<file path="config.mk">
export PLATFORM = sky130hd
export DESIGN_NAME = snow3g_keystream_generator
export DESIGN_NICKNAME = d
export VERILOG_FILES = /design/src/s3g_pkg.sv /design/src/snow3g_keystream_generator.sv /design/src/s3g_regs.sv /design/src/s3g_datapath.sv /design/src/s3g_ctrl.sv
export SDC_FILE = /design/constraint.sdc
export NUM_CORES = 2
export LEC_CHECK = 0
export ABC_AREA = 1
export ABC_CLOCK_PERIOD_IN_PS = 4700
export BUFFER_PORTS_ARGS = -buffer_cell sky130_fd_sc_hd__buf_2
export CORE_ASPECT_RATIO = 2
export CORE_MARGIN = 1
export CORE_UTILIZATION = 30
export CTS_CLUSTER_DIAMETER = 40
export DETAILED_ROUTE_END_ITERATION = 10
export GPL_TIMING_DRIVEN = 0
export MAX_ROUTING_LAYER = met4
export PLACE_DENSITY = 0.5
export RECOVER_POWER = 50
export SYNTH_ARGS = -nofsm -noshare
export SYNTH_HDL_FRONTEND = slang
export SYNTH_HIERARCHICAL = 1
export SYNTH_SLANG_ARGS = --single-unit
</file>
<file path="constraint.sdc">
create_clock -name aclk -period 4.7 [get_ports aclk]
set_input_delay 0 -clock aclk [delete_from_list [all_inputs] [get_ports aclk]]
set_output_delay 0 -clock aclk [all_outputs]
set_load 0.005 [all_outputs]
</file>
<file path="src/s3g_pkg.sv">
`timescale 1ns / 1ps
// ----------------------------------------------------------------------------
// s3g_pkg
// Shared types, constants, S-boxes and GF(2^8) helpers for the SNOW 3G core.
// ----------------------------------------------------------------------------
package s3g_pkg;

    localparam int INIT_ROUNDS = 32;
    localparam int MAX_WORDS   = 64;
    localparam int ROUND_W     = $clog2(INIT_ROUNDS);
    localparam int COUNT_W     = 7;
    localparam int NUM_REGS    = 8;
    localparam int ADDR_W      = $clog2(NUM_REGS) + 2;

    localparam logic [7:0] POLY_ALPHA = 8'ha9;
    localparam logic [7:0] POLY_S1    = 8'h1b;
    localparam logic [7:0] POLY_S2    = 8'h69;

    // register indexes
    localparam logic [$clog2(NUM_REGS)-1:0] REG_KEY0 = 3'd0;
    localparam logic [$clog2(NUM_REGS)-1:0] REG_KEY1 = 3'd1;
    localparam logic [$clog2(NUM_REGS)-1:0] REG_KEY2 = 3'd2;
    localparam logic [$clog2(NUM_REGS)-1:0] REG_KEY3 = 3'd3;
    localparam logic [$clog2(NUM_REGS)-1:0] REG_IV0  = 3'd4;
    localparam logic [$clog2(NUM_REGS)-1:0] REG_IV1  = 3'd5;
    localparam logic [$clog2(NUM_REGS)-1:0] REG_IV2  = 3'd6;
    localparam logic [$clog2(NUM_REGS)-1:0] REG_IV3  = 3'd7;

    // request codes
    localparam logic REQ_INIT = 1'b0;
    localparam logic REQ_GEN  = 1'b1;

    typedef logic [3:0][31:0] quad_t;

    // controller -> datapath
    typedef struct packed {
        logic load;      // load LFSR from key/iv, clear FSM
        logic step;      // clock FSM and LFSR
        logic feedback;  // feed F into the LFSR (init mode)
        logic emit;      // capture z = F ^ s0 into the output register
        logic last;      // last word of the run
    } cmd_t;

    // datapath -> controller
    typedef struct packed {
        logic out_full;
    } status_t;

    localparam logic [7:0] AES_BOX [256] = '{
        8'h63,8'h7c,8'h77,8'h7b,8'hf2,8'h6b,8'h6f,8'hc5,8'h30,8'h01,8'h67,8'h2b,8'hfe,8'hd7,
        8'hab,8'h76,8'hca,8'h82,8'hc9,8'h7d,8'hfa,8'h59,8'h47,8'hf0,8'had,8'hd4,8'ha2,8'haf,
        8'h9c,8'ha4,8'h72,8'hc0,8'hb7,8'hfd,8'h93,8'h26,8'h36,8'h3f,8'hf7,8'hcc,8'h34,8'ha5,
        8'he5,8'hf1,8'h71,8'hd8,8'h31,8'h15,8'h04,8'hc7,8'h23,8'hc3,8'h18,8'h96,8'h05,8'h9a,
        8'h07,8'h12,8'h80,8'he2,8'heb,8'h27,8'hb2,8'h75,8'h09,8'h83,8'h2c,8'h1a,8'h1b,8'h6e,
        8'h5a,8'ha0,8'h52,8'h3b,8'hd6,8'hb3,8'h29,8'he3,8'h2f,8'h84,8'h53,8'hd1,8'h00,8'hed,
        8'h20,8'hfc,8'hb1,8'h5b,8'h6a,8'hcb,8'hbe,8'h39,8'h4a,8'h4c,8'h58,8'hcf,8'hd0,8'hef,
        8'haa,8'hfb,8'h43,8'h4d,8'h33,8'h85,8'h45,8'hf9,8'h02,8'h7f,8'h50,8'h3c,8'h9f,8'ha8,
        8'h51,8'ha3,8'h40,8'h8f,8'h92,8'h9d,8'h38,8'hf5,8'hbc,8'hb6,8'hda,8'h21,8'h10,8'hff,
        8'hf3,8'hd2,8'hcd,8'h0c,8'h13,8'hec,8'h5f,8'h97,8'h44,8'h17,8'hc4,8'ha7,8'h7e,8'h3d,
        8'h64,8'h5d,8'h19,8'h73,8'h60,8'h81,8'h4f,8'hdc,8'h22,8'h2a,8'h90,8'h88,8'h46,8'hee,
        8'hb8,8'h14,8'hde,8'h5e,8'h0b,8'hdb,8'he0,8'h32,8'h3a,8'h0a,8'h49,8'h06,8'h24,8'h5c,
        8'hc2,8'hd3,8'hac,8'h62,8'h91,8'h95,8'he4,8'h79,8'he7,8'hc8,8'h37,8'h6d,8'h8d,8'hd5,
        8'h4e,8'ha9,8'h6c,8'h56,8'hf4,8'hea,8'h65,8'h7a,8'hae,8'h08,8'hba,8'h78,8'h25,8'h2e,
        8'h1c,8'ha6,8'hb4,8'hc6,8'he8,8'hdd,8'h74,8'h1f,8'h4b,8'hbd,8'h8b,8'h8a,8'h70,8'h3e,
        8'hb5,8'h66,8'h48,8'h03,8'hf6,8'h0e,8'h61,8'h35,8'h57,8'hb9,8'h86,8'hc1,8'h1d,8'h9e,
        8'he1,8'hf8,8'h98,8'h11,8'h69,8'hd9,8'h8e,8'h94,8'h9b,8'h1e,8'h87,8'he9,8'hce,8'h55,
        8'h28,8'hdf,8'h8c,8'ha1,8'h89,8'h0d,8'hbf,8'he6,8'h42,8'h68,8'h41,8'h99,8'h2d,8'h0f,
        8'hb0,8'h54,8'hbb,8'h16};

    localparam logic [7:0] SQ_BOX [256] = '{
        8'h25,8'h24,8'h73,8'h67,8'hd7,8'hae,8'h5c,8'h30,8'ha4,8'hee,8'h6e,8'hcb,8'h7d,8'hb5,
        8'h82,8'hdb,8'he4,8'h8e,8'h48,8'h49,8'h4f,8'h5d,8'h6a,8'h78,8'h70,8'h88,8'he8,8'h5f,
        8'h5e,8'h84,8'h65,8'he2,8'hd8,8'he9,8'hcc,8'hed,8'h40,8'h2f,8'h11,8'h28,8'h57,8'hd2,
        8'hac,8'he3,8'h4a,8'h15,8'h1b,8'hb9,8'hb2,8'h80,8'h85,8'ha6,8'h2e,8'h02,8'h47,8'h29,
        8'h07,8'h4b,8'h0e,8'hc1,8'h51,8'haa,8'h89,8'hd4,8'hca,8'h01,8'h46,8'hb3,8'hef,8'hdd,
        8'h44,8'h7b,8'hc2,8'h7f,8'hbe,8'hc3,8'h9f,8'h20,8'h4c,8'h64,8'h83,8'ha2,8'h68,8'h42,
        8'h13,8'hb4,8'h41,8'hcd,8'hba,8'hc6,8'hbb,8'h6d,8'h4d,8'h71,8'h21,8'hf4,8'h8d,8'hb0,
        8'he5,8'h93,8'hfe,8'h8f,8'he6,8'hcf,8'h43,8'h45,8'h31,8'h22,8'h37,8'h36,8'h96,8'hfa,
        8'hbc,8'h0f,8'h08,8'h52,8'h1d,8'h55,8'h1a,8'hc5,8'h4e,8'h23,8'h69,8'h7a,8'h92,8'hff,
        8'h5b,8'h5a,8'heb,8'h9a,8'h1c,8'ha9,8'hd1,8'h7e,8'h0d,8'hfc,8'h50,8'h8a,8'hb6,8'h62,
        8'hf5,8'h0a,8'hf8,8'hdc,8'h03,8'h3c,8'h0c,8'h39,8'hf1,8'hb8,8'hf3,8'h3d,8'hf2,8'hd5,
        8'h97,8'h66,8'h81,8'h32,8'ha0,8'h00,8'h06,8'hce,8'hf6,8'hea,8'hb7,8'h17,8'hf7,8'h8c,
        8'h79,8'hd6,8'ha7,8'hbf,8'h8b,8'h3f,8'h1f,8'h53,8'h63,8'h75,8'h35,8'h2c,8'h60,8'hfd,
        8'h27,8'hd3,8'h94,8'ha5,8'h7c,8'ha1,8'h05,8'h58,8'h2d,8'hbd,8'hd9,8'hc7,8'haf,8'h6b,
        8'h54,8'h0b,8'he0,8'h38,8'h04,8'hc8,8'h9d,8'he7,8'h14,8'hb1,8'h87,8'h9c,8'hdf,8'h6f,
        8'hf9,8'hda,8'h2a,8'hc4,8'h59,8'h16,8'h74,8'h91,8'hab,8'h26,8'h61,8'h76,8'h34,8'h2b,
        8'had,8'h99,8'hfb,8'h72,8'hec,8'h33,8'h12,8'hde,8'h98,8'h3b,8'hc0,8'h9b,8'h3e,8'h18,
        8'h10,8'h3a,8'h56,8'he1,8'h77,8'hc9,8'h1e,8'h9e,8'h95,8'ha3,8'h90,8'h19,8'ha8,8'h6c,
        8'h09,8'hd0,8'hf0,8'h86};

    function automatic logic [7:0] xtime(input logic [7:0] v, input logic [7:0] poly);
        logic [7:0] r;
        r = {v[6:0], 1'b0};
        return v[7] ? (r ^ poly) : r;
    endfunction

    // elaboration only: v * x^n in GF(2^8) mod 0xa9
    function automatic logic [7:0] xpow(input logic [7:0] v, input int n);
        logic [7:0] r;
        r = v;
        for (int k = 0; k < n; k++) begin
            r = xtime(r, POLY_ALPHA);
        end
        return r;
    endfunction

    function automatic logic [31:0] mul_alpha_c(input logic [7:0] c);
        return {xpow(c, 23), xpow(c, 245), xpow(c, 48), xpow(c, 239)};
    endfunction

    function automatic logic [31:0] div_alpha_c(input logic [7:0] c);
        return {xpow(c, 16), xpow(c, 39), xpow(c, 6), xpow(c, 64)};
    endfunction

    // both maps are GF(2)-linear in c: one basis word per input bit
    localparam logic [31:0] MUL_BASIS [8] = '{
        mul_alpha_c(8'h01), mul_alpha_c(8'h02), mul_alpha_c(8'h04), mul_alpha_c(8'h08),
        mul_alpha_c(8'h10), mul_alpha_c(8'h20), mul_alpha_c(8'h40), mul_alpha_c(8'h80)};

    localparam logic [31:0] DIV_BASIS [8] = '{
        div_alpha_c(8'h01), div_alpha_c(8'h02), div_alpha_c(8'h04), div_alpha_c(8'h08),
        div_alpha_c(8'h10), div_alpha_c(8'h20), div_alpha_c(8'h40), div_alpha_c(8'h80)};

    function automatic logic [31:0] mul_alpha(input logic [7:0] c);
        logic [31:0] r;
        r = '0;
        for (int i = 0; i < 8; i++) begin
            if (c[i]) r = r ^ MUL_BASIS[i];
        end
        return r;
    endfunction

    function automatic logic [31:0] div_alpha(input logic [7:0] c);
        logic [31:0] r;
        r = '0;
        for (int i = 0; i < 8; i++) begin
            if (c[i]) r = r ^ DIV_BASIS[i];
        end
        return r;
    endfunction

    function automatic logic [31:0] mix_bytes(input logic [7:0] a, input logic [7:0] b,
                                              input logic [7:0] c, input logic [7:0] d,
                                              input logic [7:0] poly);
        logic [7:0] xa, xb, xc, xd;
        xa = xtime(a, poly);
        xb = xtime(b, poly);
        xc = xtime(c, poly);
        xd = xtime(d, poly);
        return {xa ^ b ^ c ^ xd ^ d,
                xa ^ a ^ xb ^ c ^ d,
                a ^ xb ^ b ^ xc ^ d,
                a ^ b ^ xc ^ c ^ xd};
    endfunction

    function automatic logic [31:0] s1_word(input logic [31:0] w);
        return mix_bytes(AES_BOX[w[31:24]], AES_BOX[w[23:16]], AES_BOX[w[15:8]],
                         AES_BOX[w[7:0]], POLY_S1);
    endfunction

    function automatic logic [31:0] s2_word(input logic [31:0] w);
        return mix_bytes(SQ_BOX[w[31:24]], SQ_BOX[w[23:16]], SQ_BOX[w[15:8]],
                         SQ_BOX[w[7:0]], POLY_S2);
    endfunction

endpackage

</file>
<file path="src/snow3g_keystream_generator.sv">
`timescale 1ns / 1ps
// ----------------------------------------------------------------------------
// snow3g_keystream_generator
// SNOW 3G keystream generator core (UEA2 keystream, no f9 MAC).
// ----------------------------------------------------------------------------
// Usage:
//   Program key_word_0..3 (byte address 4*i) and iv_word_0..3 (16 + 4*i)
//   over APB, then send an item on the s_ channel with s_req_type = 0
//   (init). Init loads the LFSR, clears R1..R3 and runs 32 feedback rounds:
//   the block is busy through its load and init states and gives no item.
//   An item with s_req_type = 1 (generate) runs the prelude state, then
//   emits s_word_count words (saturated at 64; zero gives none) on the m_
//   channel, m_last set on the final one. The first word goes through the
//   prelude and emit states into the output register; with m_ready held
//   high one word follows per cycle.
//   One LFSR/FSM clock per cycle sets the rate; s_ready is high only
//   between requests.
//   A stall on m_ready freezes the LFSR and FSM; the pending word sits in
//   the output register and the next one is computed when it is taken.
//   Reset (aresetn low, synchronous) clears key, IV, LFSR and FSM to zero;
//   a generate before any init runs on that all-zero state.
// ----------------------------------------------------------------------------
module snow3g_keystream_generator (
    input  logic                         aclk,
    input  logic                         aresetn,
    // request channel
    input  logic                         s_valid,
    output logic                         s_ready,
    input  logic                         s_req_type,
    input  logic [s3g_pkg::COUNT_W-1:0]  s_word_count,
    // keystream channel
    output logic                         m_valid,
    input  logic                         m_ready,
    output logic [31:0]                  m_keystream_word,
    output logic                         m_last,
    // configuration
    input  logic                         psel,
    input  logic                         penable,
    input  logic                         pwrite,
    input  logic [s3g_pkg::ADDR_W-1:0]   paddr,
    input  logic [31:0]                  pwdata,
    output logic [31:0]                  prdata,
    output logic                         pready
);

    s3g_pkg::quad_t   key;
    s3g_pkg::quad_t   iv;
    s3g_pkg::cmd_t    cmd;
    s3g_pkg::status_t status;

    // key/IV register file
    s3g_regs u_regs (
        .aclk    (aclk),
        .aresetn (aresetn),
        .psel    (psel),
        .penable (penable),
        .pwrite  (pwrite),
        .paddr   (paddr),
        .pwdata  (pwdata),
        .prdata  (prdata),
        .pready  (pready),
        .key     (key),
        .iv      (iv)
    );

    // sequencer: decides load / step / emit each cycle
    s3g_ctrl u_ctrl (
        .aclk         (aclk),
        .aresetn      (aresetn),
        .s_valid      (s_valid),
        .s_ready      (s_ready),
        .s_req_type   (s_req_type),
        .s_word_count (s_word_count),
        .m_ready      (m_ready),
        .status       (status),
        .cmd          (cmd)
    );

    // LFSR, FSM and output register
    s3g_datapath u_datapath (
        .aclk             (aclk),
        .aresetn          (aresetn),
        .cmd              (cmd),
        .status           (status),
        .key              (key),
        .iv               (iv),
        .m_keystream_word (m_keystream_word),
        .m_last           (m_last),
        .m_valid          (m_valid),
        .m_ready          (m_ready)
    );

endmodule

</file>
<file path="src/s3g_regs.sv">
`timescale 1ns / 1ps
// ----------------------------------------------------------------------------
// s3g_regs
// APB register file holding the four key words and four IV words.
// ----------------------------------------------------------------------------
module s3g_regs (
    input  logic                        aclk,
    input  logic                        aresetn,
    input  logic                        psel,
    input  logic                        penable,
    input  logic                        pwrite,
    input  logic [s3g_pkg::ADDR_W-1:0]  paddr,
    input  logic [31:0]                 pwdata,
    output logic [31:0]                 prdata,
    output logic                        pready,
    output s3g_pkg::quad_t              key,
    output s3g_pkg::quad_t              iv
);

    s3g_pkg::quad_t key_reg, key_next;
    s3g_pkg::quad_t iv_reg,  iv_next;
    logic [$clog2(s3g_pkg::NUM_REGS)-1:0] idx;
    logic wr_en;

    assign idx    = paddr[s3g_pkg::ADDR_W-1:2];
    assign wr_en  = psel & penable & pwrite;
    assign pready = 1'b1;

    always_comb begin
        key_next = key_reg;
        iv_next  = iv_reg;
        if (wr_en) begin
            unique case (idx)
                s3g_pkg::REG_KEY0: key_next[0] = pwdata;
                s3g_pkg::REG_KEY1: key_next[1] = pwdata;
                s3g_pkg::REG_KEY2: key_next[2] = pwdata;
                s3g_pkg::REG_KEY3: key_next[3] = pwdata;
                s3g_pkg::REG_IV0:  iv_next[0]  = pwdata;
                s3g_pkg::REG_IV1:  iv_next[1]  = pwdata;
                s3g_pkg::REG_IV2:  iv_next[2]  = pwdata;
                s3g_pkg::REG_IV3:  iv_next[3]  = pwdata;
                default: ;
            endcase
        end
    end

    always_comb begin
        unique case (idx)
            s3g_pkg::REG_KEY0: prdata = key_reg[0];
            s3g_pkg::REG_KEY1: prdata = key_reg[1];
            s3g_pkg::REG_KEY2: prdata = key_reg[2];
            s3g_pkg::REG_KEY3: prdata = key_reg[3];
            s3g_pkg::REG_IV0:  prdata = iv_reg[0];
            s3g_pkg::REG_IV1:  prdata = iv_reg[1];
            s3g_pkg::REG_IV2:  prdata = iv_reg[2];
            s3g_pkg::REG_IV3:  prdata = iv_reg[3];
            default:           prdata = '0;
        endcase
    end

    always_ff @(posedge aclk) begin
        if (!aresetn) begin
            key_reg <= '0;
            iv_reg  <= '0;
        end else begin
            key_reg <= key_next;
            iv_reg  <= iv_next;
        end
    end

    assign key = key_reg;
    assign iv  = iv_reg;

endmodule

</file>
<file path="src/s3g_datapath.sv">
`timescale 1ns / 1ps
// ----------------------------------------------------------------------------
// s3g_datapath
// 16-word LFSR, three-word FSM and the keystream output register.
// ----------------------------------------------------------------------------
module s3g_datapath (
    input  logic               aclk,
    input  logic               aresetn,
    input  s3g_pkg::cmd_t      cmd,
    output s3g_pkg::status_t   status,
    input  s3g_pkg::quad_t     key,
    input  s3g_pkg::quad_t     iv,
    output logic [31:0]        m_keystream_word,
    output logic               m_last,
    output logic               m_valid,
    input  logic               m_ready
);

    logic [31:0] lfsr_reg [16];
    logic [31:0] lfsr_next [16];
    logic [31:0] r1_reg, r1_next;
    logic [31:0] r2_reg, r2_next;
    logic [31:0] r3_reg, r3_next;
    logic [31:0] f_word;
    logic [31:0] fb_word;
    logic [31:0] z_reg, z_next;
    logic        last_reg, last_next;
    logic        valid_reg, valid_next;

    assign f_word  = (lfsr_reg[15] + r1_reg) ^ r2_reg;
    assign fb_word = ({lfsr_reg[0][23:0], 8'h00}) ^ s3g_pkg::mul_alpha(lfsr_reg[0][31:24])
                   ^ lfsr_reg[2] ^ ({8'h00, lfsr_reg[11][31:8]})
                   ^ s3g_pkg::div_alpha(lfsr_reg[11][7:0])
                   ^ (cmd.feedback ? f_word : 32'h0);

    always_comb begin
        for (int i = 0; i < 16; i++) begin
            lfsr_next[i] = lfsr_reg[i];
        end
        r1_next = r1_reg;
        r2_next = r2_reg;
        r3_next = r3_reg;
        if (cmd.load) begin
            lfsr_next[15] = key[3] ^ iv[0];
            lfsr_next[14] = key[2];
            lfsr_next[13] = key[1];
            lfsr_next[12] = key[0] ^ iv[1];
            lfsr_next[11] = ~key[3];
            lfsr_next[10] = ~key[2] ^ iv[2];
            lfsr_next[9]  = ~key[1] ^ iv[3];
            lfsr_next[8]  = ~key[0];
            lfsr_next[7]  = key[3];
            lfsr_next[6]  = key[2];
            lfsr_next[5]  = key[1];
            lfsr_next[4]  = key[0];
            lfsr_next[3]  = ~key[3];
            lfsr_next[2]  = ~key[2];
            lfsr_next[1]  = ~key[1];
            lfsr_next[0]  = ~key[0];
            r1_next = '0;
            r2_next = '0;
            r3_next = '0;
        end else if (cmd.step) begin
            for (int i = 0; i < 15; i++) begin
                lfsr_next[i] = lfsr_reg[i+1];
            end
            lfsr_next[15] = fb_word;
            r1_next = r2_reg + (r3_reg ^ lfsr_reg[5]);
            r2_next = s3g_pkg::s1_word(r1_reg);
            r3_next = s3g_pkg::s2_word(r2_reg);
        end
    end

    // output register: holds one word until taken
    always_comb begin
        z_next     = z_reg;
        last_next  = last_reg;
        valid_next = valid_reg & ~m_ready;
        if (cmd.emit) begin
            z_next     = f_word ^ lfsr_reg[0];
            last_next  = cmd.last;
            valid_next = 1'b1;
        end
    end

    always_ff @(posedge aclk) begin
        if (!aresetn) begin
            for (int i = 0; i < 16; i++) begin
                lfsr_reg[i] <= '0;
            end
            r1_reg    <= '0;
            r2_reg    <= '0;
            r3_reg    <= '0;
            valid_reg <= 1'b0;
        end else begin
            for (int i = 0; i < 16; i++) begin
                lfsr_reg[i] <= lfsr_next[i];
            end
            r1_reg    <= r1_next;
            r2_reg    <= r2_next;
            r3_reg    <= r3_next;
            valid_reg <= valid_next;
        end
    end

    always_ff @(posedge aclk) begin
        z_reg    <= z_next;
        last_reg <= last_next;
    end

    assign status.out_full  = valid_reg;
    assign m_keystream_word = z_reg;
    assign m_last           = last_reg;
    assign m_valid          = valid_reg;

`ifndef ASSERT_OFF
    a_emit_room: assert property (@(posedge aclk) disable iff (!aresetn)
        cmd.emit |-> (!valid_reg || m_ready))
        else $error("emit while output word not taken");

    a_emit_steps: assert property (@(posedge aclk) disable iff (!aresetn)
        cmd.emit |-> (cmd.step && !cmd.feedback && !cmd.load))
        else $error("emit without a keystream-mode step");

    a_valid_rise: assert property (@(posedge aclk) disable iff (!aresetn)
        $rose(valid_reg) |-> $past(cmd.emit))
        else $error("output valid without emit");
`endif

endmodule

</file>
<file path="src/s3g_ctrl.sv">
`timescale 1ns / 1ps
// ----------------------------------------------------------------------------
// s3g_ctrl
// Request sequencer: init rounds, generate prelude and word emission.
// ----------------------------------------------------------------------------
module s3g_ctrl (
    input  logic                          aclk,
    input  logic                          aresetn,
    input  logic                          s_valid,
    output logic                          s_ready,
    input  logic                          s_req_type,
    input  logic [s3g_pkg::COUNT_W-1:0]   s_word_count,
    input  logic                          m_ready,
    input  s3g_pkg::status_t              status,
    output s3g_pkg::cmd_t                 cmd
);

    typedef enum logic [4:0] {
        ST_IDLE    = 5'b00001,
        ST_LOAD    = 5'b00010,
        ST_INIT    = 5'b00100,
        ST_PRELUDE = 5'b01000,
        ST_EMIT    = 5'b10000
    } state_t;

    state_t state_reg, state_next;
    logic [s3g_pkg::ROUND_W-1:0] round_reg, round_next;
    logic [s3g_pkg::COUNT_W-1:0] left_reg, left_next;
    logic [s3g_pkg::COUNT_W-1:0] count_sat;
    logic accept;
    logic out_go;

    localparam logic [s3g_pkg::COUNT_W-1:0] MAX_CNT = s3g_pkg::COUNT_W'(s3g_pkg::MAX_WORDS);
    localparam logic [s3g_pkg::ROUND_W-1:0] LAST_ROUND =
        s3g_pkg::ROUND_W'(s3g_pkg::INIT_ROUNDS - 1);
    localparam logic [s3g_pkg::ROUND_W-1:0] ONE_ROUND = s3g_pkg::ROUND_W'(1);
    localparam logic [s3g_pkg::COUNT_W-1:0] ONE_CNT = s3g_pkg::COUNT_W'(1);

    assign s_ready   = (state_reg == ST_IDLE);
    assign accept    = s_valid & s_ready;
    assign count_sat = (s_word_count > MAX_CNT) ? MAX_CNT : s_word_count;
    assign out_go    = ~status.out_full | m_ready;

    always_comb begin
        state_next   = state_reg;
        round_next   = round_reg;
        left_next    = left_reg;
        cmd          = '0;
        unique case (state_reg)
            ST_IDLE: begin
                if (accept) begin
                    if (s_req_type == s3g_pkg::REQ_INIT) begin
                        state_next = ST_LOAD;
                    end else begin
                        state_next = ST_PRELUDE;
                        left_next  = count_sat;
                    end
                end
            end
            ST_LOAD: begin
                cmd.load   = 1'b1;
                round_next = '0;
                state_next = ST_INIT;
            end
            ST_INIT: begin
                cmd.step     = 1'b1;
                cmd.feedback = 1'b1;
                round_next   = round_reg + ONE_ROUND;
                if (round_reg == LAST_ROUND) begin
                    state_next = ST_IDLE;
                    left_next  = '0;
                end
            end
            ST_PRELUDE: begin
                // discarded FSM clock plus one keystream-mode LFSR clock
                cmd.step   = 1'b1;
                state_next = (left_reg == '0) ? ST_IDLE : ST_EMIT;
            end
            ST_EMIT: begin
                if (out_go) begin
                    cmd.step  = 1'b1;
                    cmd.emit  = 1'b1;
                    cmd.last  = (left_reg == ONE_CNT);
                    left_next = left_reg - ONE_CNT;
                    if (left_reg == ONE_CNT) begin
                        state_next = ST_IDLE;
                    end
                end
            end
            default: begin
                state_next = ST_IDLE;
            end
        endcase
    end

    always_ff @(posedge aclk) begin
        if (!aresetn) begin
            state_reg <= ST_IDLE;
            round_reg <= '0;
            left_reg  <= '0;
        end else begin
            state_reg <= state_next;
            round_reg <= round_next;
            left_reg  <= left_next;
        end
    end

`ifndef ASSERT_OFF
    a_emit_nonzero: assert property (@(posedge aclk) disable iff (!aresetn)
        (state_reg == ST_EMIT) |-> (left_reg != '0))
        else $error("emit state with no words left");

    a_load_to_init: assert property (@(posedge aclk) disable iff (!aresetn)
        (state_reg == ST_LOAD) |=> (state_reg == ST_INIT && round_reg == '0))
        else $error("load not followed by round zero");

    a_left_bound: assert property (@(posedge aclk) disable iff (!aresetn)
        left_reg <= MAX_CNT)
        else $error("word counter beyond maximum");
`endif

endmodule

</file>
==> metrics.md, run 1 <==
| Metric | Value |
|---|---|
| Adder-Cell Fraction of Synth Area | 0.0362 |
| Largest net degree at the start of global routing | 22 |
| Post-Syn Area | roughly 74000 sq um |
| Library cells used by synthesis | 61 |
| TritonCTS Buffers | ~110 |
| Post-synthesis compound-gate area fraction | 0.166 |
| Largest family of logic cells by synthesized area | simple AND/OR/NAND/NOR gates |
| H-tree depth | 3 |
| Die Y | 703 microns |
| Post-synthesis xor/xnor area fraction | 0.0569 |
| Cells after Synth | 12300 |
| Die extent in x | 353 microns |
| CTS Root Cell | clkbuf_16 |
| Core Rows | approximately 260 |
| Top-Level Pins | 120 |
| Syn Nets | 12600 |
| First-pass GRT wire length | approximately 960000 microns |
| Dpl hpwl | 521000 microns |
| Area post-placement | ~80000 sq um |
| Syn Area/Cell | 6.00 sq um |
| Synth area leader | dfxtp_1 |
| Yosys reg bits | between 900 and 1000 |
| Placed cells | 15600 |
| Status | stopped before the end |
| Vias in the first global route | 105000 |
| Placer Congestion | between 1 and 1.5 |
| Port bufs | 82 |
| Initial core utilization | 0.301 |
| Synth top area cells | dfxtp_1 (24%), nand2_1 (18%), nand3_1 (12%), o21ai_0 (5.5%), nor2_1 (5.3%) |
| Max Root-Sink Buffers | 3 |
| Synth Warn # | 6 |
| Post-synth EDFFs | 33 |
| Seq/Total Area, Yosys | 0.253 |
| Synth top area share | 0.240 |
| Asr flop ratio synth | 0 |
| GRT overflow | 310 |
| GRT Total Usage | 0.579 |
| Err | [ERROR GRT-0116] Global routing finished with congestion. Check the congestion regions in the DRC Viewer. |
| Failing step | global routing (5_1_grt) |
| Simple-Gate Fraction of Synth Area | 0.394 |
| Synth Flop Type | dfxtp_1 |
| Multiplexer share of the synthesized area | 0 |
| Clock sink count | around 920 |
==> metrics by stage <==
step                      worst slack, ns  hold slack (ns)   util
after detailed placement            -1.11            0.310  0.320
after CTS                         0.00705           0.0191  0.339
after floorplan                     0.799            0.155      -
after global placement              -4.65            0.306  0.319
==> cell usage after synthesis (4+ instances only) <==
| cell | count |
|---|---|
| nor2_4 | 7 |
| clkbuf_2 | 6 |
| clkbuf_1 | 475 |
| nor2_2 | 22 |
| inv_1 | 781 |
| ha_1 | 210 |
| nand2_1 | 3491 |
| o21ai_0 | 805 |
| inv_2 | 45 |
| a21oi_1 | 697 |
| o21a_1 | 5 |
| buf_4 | 37 |
| nor2_1 | 1033 |
| o21ai_1 | 102 |
| buf_2 | 201 |
| edfxtp_1 | 33 |
| o22ai_1 | 64 |
| a31oi_1 | 137 |
| o31ai_1 | 5 |
| nand3_1 | 1713 |
| nand2_2 | 58 |
| buf_1 | 102 |
| nor3_1 | 253 |
| nand3_2 | 6 |
| o211ai_1 | 204 |
| a221o_1 | 5 |
| or2_2 | 43 |
| dfxtp_1 | 882 |
| nor4_1 | 9 |
| nand4_1 | 169 |
| inv_4 | 5 |
| nand3b_1 | 17 |
| a221oi_1 | 40 |
| xnor2_1 | 183 |
| xor2_1 | 290 |
| o221ai_1 | 56 |
| o21bai_1 | 15 |
| clkinv_1 | 8 |
| a21o_1 | 27 |
| a21oi_2 | 4 |
| buf_6 | 21 |
==> timing repair <==
item | in CTS
setup buffers | 19
setup endpoints to repair | 224
cloned | 0
resized for setup | 56
hold buffers | 55
hold endpoints to repair | 276
==> routing by layer <==
metal	GRT usage	GRT overflow
met3	0.231	3
met2	0.899	194
met4	0.723	111
met1	0.483	2
met5	-	-
==> cells by family after synthesis <==
kind of cell,after synthesis
AND/OR/NAND/NOR,6830
flip-flops,915
AO/OA/AOI/OAI,2180
XOR/XNOR,476
adder cells (fa/ha/maj),212
other,1
buffers and inverters,1682
==> inputs of run 2 (changes only) <==
--- a/config.mk
+++ b/config.mk
@@ -8,14 +8,11 @@
 export ABC_AREA = 1
 export ABC_CLOCK_PERIOD_IN_PS = 4700
 export BUFFER_PORTS_ARGS = -buffer_cell sky130_fd_sc_hd__buf_2
-export CORE_ASPECT_RATIO = 2
 export CORE_MARGIN = 1
-export CORE_UTILIZATION = 30
-export CTS_CLUSTER_DIAMETER = 40
+export CORE_UTILIZATION = 20
 export DETAILED_ROUTE_END_ITERATION = 10
 export GPL_TIMING_DRIVEN = 0
-export MAX_ROUTING_LAYER = met4
-export PLACE_DENSITY = 0.5
+export PLACE_DENSITY_LB_ADDON = 0.15
 export RECOVER_POWER = 50
 export SYNTH_ARGS = -nofsm -noshare
 export SYNTH_HDL_FRONTEND = slang
==> metrics.md, run 2 <==
| Metric | Value |
|---|---|
| Final Cell Area | 84700 sq um |
| RSZ-0062 raised after global routing | no |
| Seq/Total Area, Yosys | 0.253 |
| Vias | 91900 |
| Worst VDD drop | between 0.3 and 0.4 mV |
| Worst path slowest cell | xor2_1 |
| Reg clk slew, reported paths | 0.06 ns |
| CTS tree | done |
| Asr flop ratio synth | 0 |
| Tightest Pin Transition | 1.48 ns |
| Tmin final | 4.64 ns |
| PwrDens | roughly 640 nW/um^2 |
| Dpl hpwl | 422000 microns |
| Routed Antenna Nets | 0 |
| Placer Congestion | ~1.0 |
| Final Setup Violations | 0 |
| Max Slew Vio Count | 0 |
| # fillers | 42900 |
| Die Y | 609 microns |
| Max cap viols | 0 |
| Layout cell share with drive strength beyond 1 | 0.0559 |
| Clock sink count | 915 |
| Syn Area/Cell | 6.00 sq um |
| Setup WS pre-CTS | -0.839 ns |
| Core Rows | 222 |
| Most frequent cells in the layout | nand2_1 (3488), nand3_1 (1718), nor2_1 (1036), dfxtp_1 (869), o21ai_0 (844) |
| FMAX | 216 MHz |
| Library cells used by synthesis | 61 |
| R2r setup slk | 0.06 ns |
| Max reg flops | 512 |
| Placeable Area | 366000 sq um |
| Crit path max fanout | 15 |
| Tcrit/Tclk final | 0.986 |
| Syn Nets | 12600 |
| Multi-input logic area | just under 50000 sq um |
| Synth Warn # | 6 |
| Setup crit end | u_datapath/m_keystream_word[10]$_DFFE_PP_ |
| Final clock skew | 0.0766 ns |
| Setup TNS | 0 ns |
| Startpoint types | flop |
| Post-synth top cells | nand2_1 (3491), nand3_1 (1713), nor2_1 (1033) |
| CP required | between 5 and 6 ns |
| Area Overhead vs Synth | 15.0% |
| Synth Flop Type | dfxtp_1 |
| Synth area leader | dfxtp_1 |
| Setup ws final | 0.0640 ns |
| Post-layout util | 0.231 |
| Die area | roughly 370000 sq um |
| Reg area | ~19000 sq um |
| Area post-placement | 80200 sq um |
| Post-route DRC | 0 |
| Crit-path cells | inv_1, fa_1, inv_1, nand2_1, nand2_1, o21ai_0, o21bai_1, nand2_1, nand2_1, nand2_1, nand2_1, xor2_1, xor2_1 |
| Hold Path Class | in2reg |
| Nets | 12800 |
| Crit end category | flop |
| Setup CP Type | reg2reg |
| Initial DRC count | 11300 |
| Clock Latency Late Sink | between 0.8 and 0.9 ns |
| Crit path arrival time | 5.04 ns |
| Post-Syn Area | about 74000 sq um |
| Top-Level Pins | 120 |
| Worst path max stage delay | 0.85 ns |
| Yosys reg bits | 915 |
| Synth top area share | 0.240 |
| Placed cells | 17200 |
| Hold Path Stages | 5 |
| GRT Total Usage | 0.267 |
| Cells after Synth | around 12000 |
| Final WL | between 500000 and 600000 microns |
| Critical Path Most Common Cell | nand2_1 |
| First-pass GRT wire length | slightly above 700000 microns |
| Leak | 37.4 nW |
| Fin cells | 17500 |
| Max Root-Sink Buffers | 3 |
| Port bufs | 82 |
| Die extent in x | 609 microns |
| TritonCTS Buffers | between 100 and 150 |
| Antenna violations before repair | 16 |
| Most common cell in the synthesized netlist | nand2_1 |
| Commonest non-fill, non-tap cell in the layout | nand2_1 |
| Largest net degree at the start of global routing | 22 |
| Drt pass-1 iters | 7 |
| Worst flop-to-flop path endpoint | u_datapath/m_keystream_word[10]$_DFFE_PP_ |
| Vias/cell | roughly 5.3 |
| GRT overflow | 0 |
| H-tree depth | 3 |
| Endpoints failing hold | 0 |
| Avg WL per Cell | a little under 30 microns |
| Post-synth EDFFs | 33 |
| Critical Path Start | u_datapath/r1_reg[1]$_SDFFE_PP0P_ |
| Worst Reg-to-Reg Cells | 13 |
| Synth top area cells | dfxtp_1 (24%), nand2_1 (18%), nand3_1 (12%), o21ai_0 (5.5%), nor2_1 (5.3%) |
| Vias in the first global route | 86700 |
| Slew HR | 0.0129 |
| Status | finished clean |
| CTS Root Cell | clkbuf_16 |
| Worst r2r src | u_datapath/r1_reg[1]$_SDFFE_PP0P_ |
| Initial core utilization | 0.201 |
==> run 2: cell counts after synthesis <==
No cell type changed its count.
==> run 2: layer usage <==
layer / wire (microns) / track usage / vias to the layer above / share of wire
met5: 33 / 0 / - / 0.000063
met4: 28300 / 0.123 / 6 / 0.054
met3: 34700 / 0.0281 / 1030 / 0.067
met2: 237000 / 0.443 / 4803 / 0.46
met1: 220000 / 0.348 / 44500 / 0.42
li1: - / - / 41600 / -
==> run 2: worst min path at each step <==
stage | endpoint | start | slack [ns]
after floorplan | u_ctrl/state_reg[0]$_SDFFE_PN1P_ | aresetn | 0.16
after global placement | u_datapath/m_valid$_SDFF_PN0_ | m_ready | 0.32
after detailed placement | u_datapath/m_valid$_SDFF_PN0_ | m_ready | 0.32
after CTS | u_regs/key[95]$_SDFFE_PN0P_ | pwrite | 0.03
after global routing | u_regs/key[95]$_SDFFE_PN0P_ | pwrite | 0.12
final | u_regs/key[95]$_SDFFE_PN0P_ | pwrite | 0.09
==> run 2: kinds of logic (layout without fill, tap and decap cells) <==
family                   Yosys count  count (layout)  share of synthesized area
other                              1               7                  0.0000509
XOR/XNOR                         476             476                     0.0569
flip-flops                       915             915                      0.253
AO/OA/AOI/OAI                   2180            2180                      0.166
buffers and inverters           1682            2056                     0.0936
AND/OR/NAND/NOR                 6830            6831                      0.394
adder cells (fa/ha/maj)          212             212                     0.0362
==> run 2: timing repair <==
| item | in CTS | in global routing |
|---|---|---|
| endpoints found under the hold margin | 273 | 0 |
| setup endpoints to repair | 235 | 42 |
| pin swaps | 1 | 0 |
| setup buffers | 9 | 16 |
| gates resized for setup | 24 | 24 |
| hold buffers | 58 | 0 |
| gates cloned | 1 | 0 |
==> run 2: stage by stage <==
| step | hold WS [ns] | power (mW) |
|---|---|---|
| after CTS | 0.0269 | 52.9 |
| final | 0.0923 | 53.9 |
| after detailed placement | 0.320 | 43.5 |
| after global placement | 0.316 | 44.1 |
| after global routing | 0.117 | 56.5 |
| after floorplan | 0.155 | 29.7 |
==> run 2: critical path, delay by kind of cell, from the launching register on <==
family	cells	cell delay, ns
and+or+nand+nor	6	0.65
DFF	1	0.69
adders and majority gates	1	0.57
buffers and inverters	2	0.51
xor gates and xnor gates	2	1.18
AOI/OAI and AO/OA	2	0.62
==> run 2: layout make-up <==
cell class | instances | share of cell area
antenna | 6 | 0.000177
buffer | 842 | 0.0439
tap | 4816 | 0.0711
multi-input combinational | 9700 | 0.568
clock inverter | 40 | 0.00669
timing repair buffer | 166 | 0.0133
sequential | 915 | 0.220
inverter | 839 | 0.0377
clock buffer | 169 | 0.0385
==> run 2: report_power, final <==
| group | internal (mW) | total (mW) | switching, mW |
|---|---|---|---|
| clock network | 5.30 | 9.24 | 3.94 |
| logic | 8.84 | 34.8 | 26.0 |
| registers | 8.61 | 9.81 | 1.20 |
| total | 22.7 | 53.9 | 31.1 |
No activity file was read; power rests on OpenSTA's default activity.
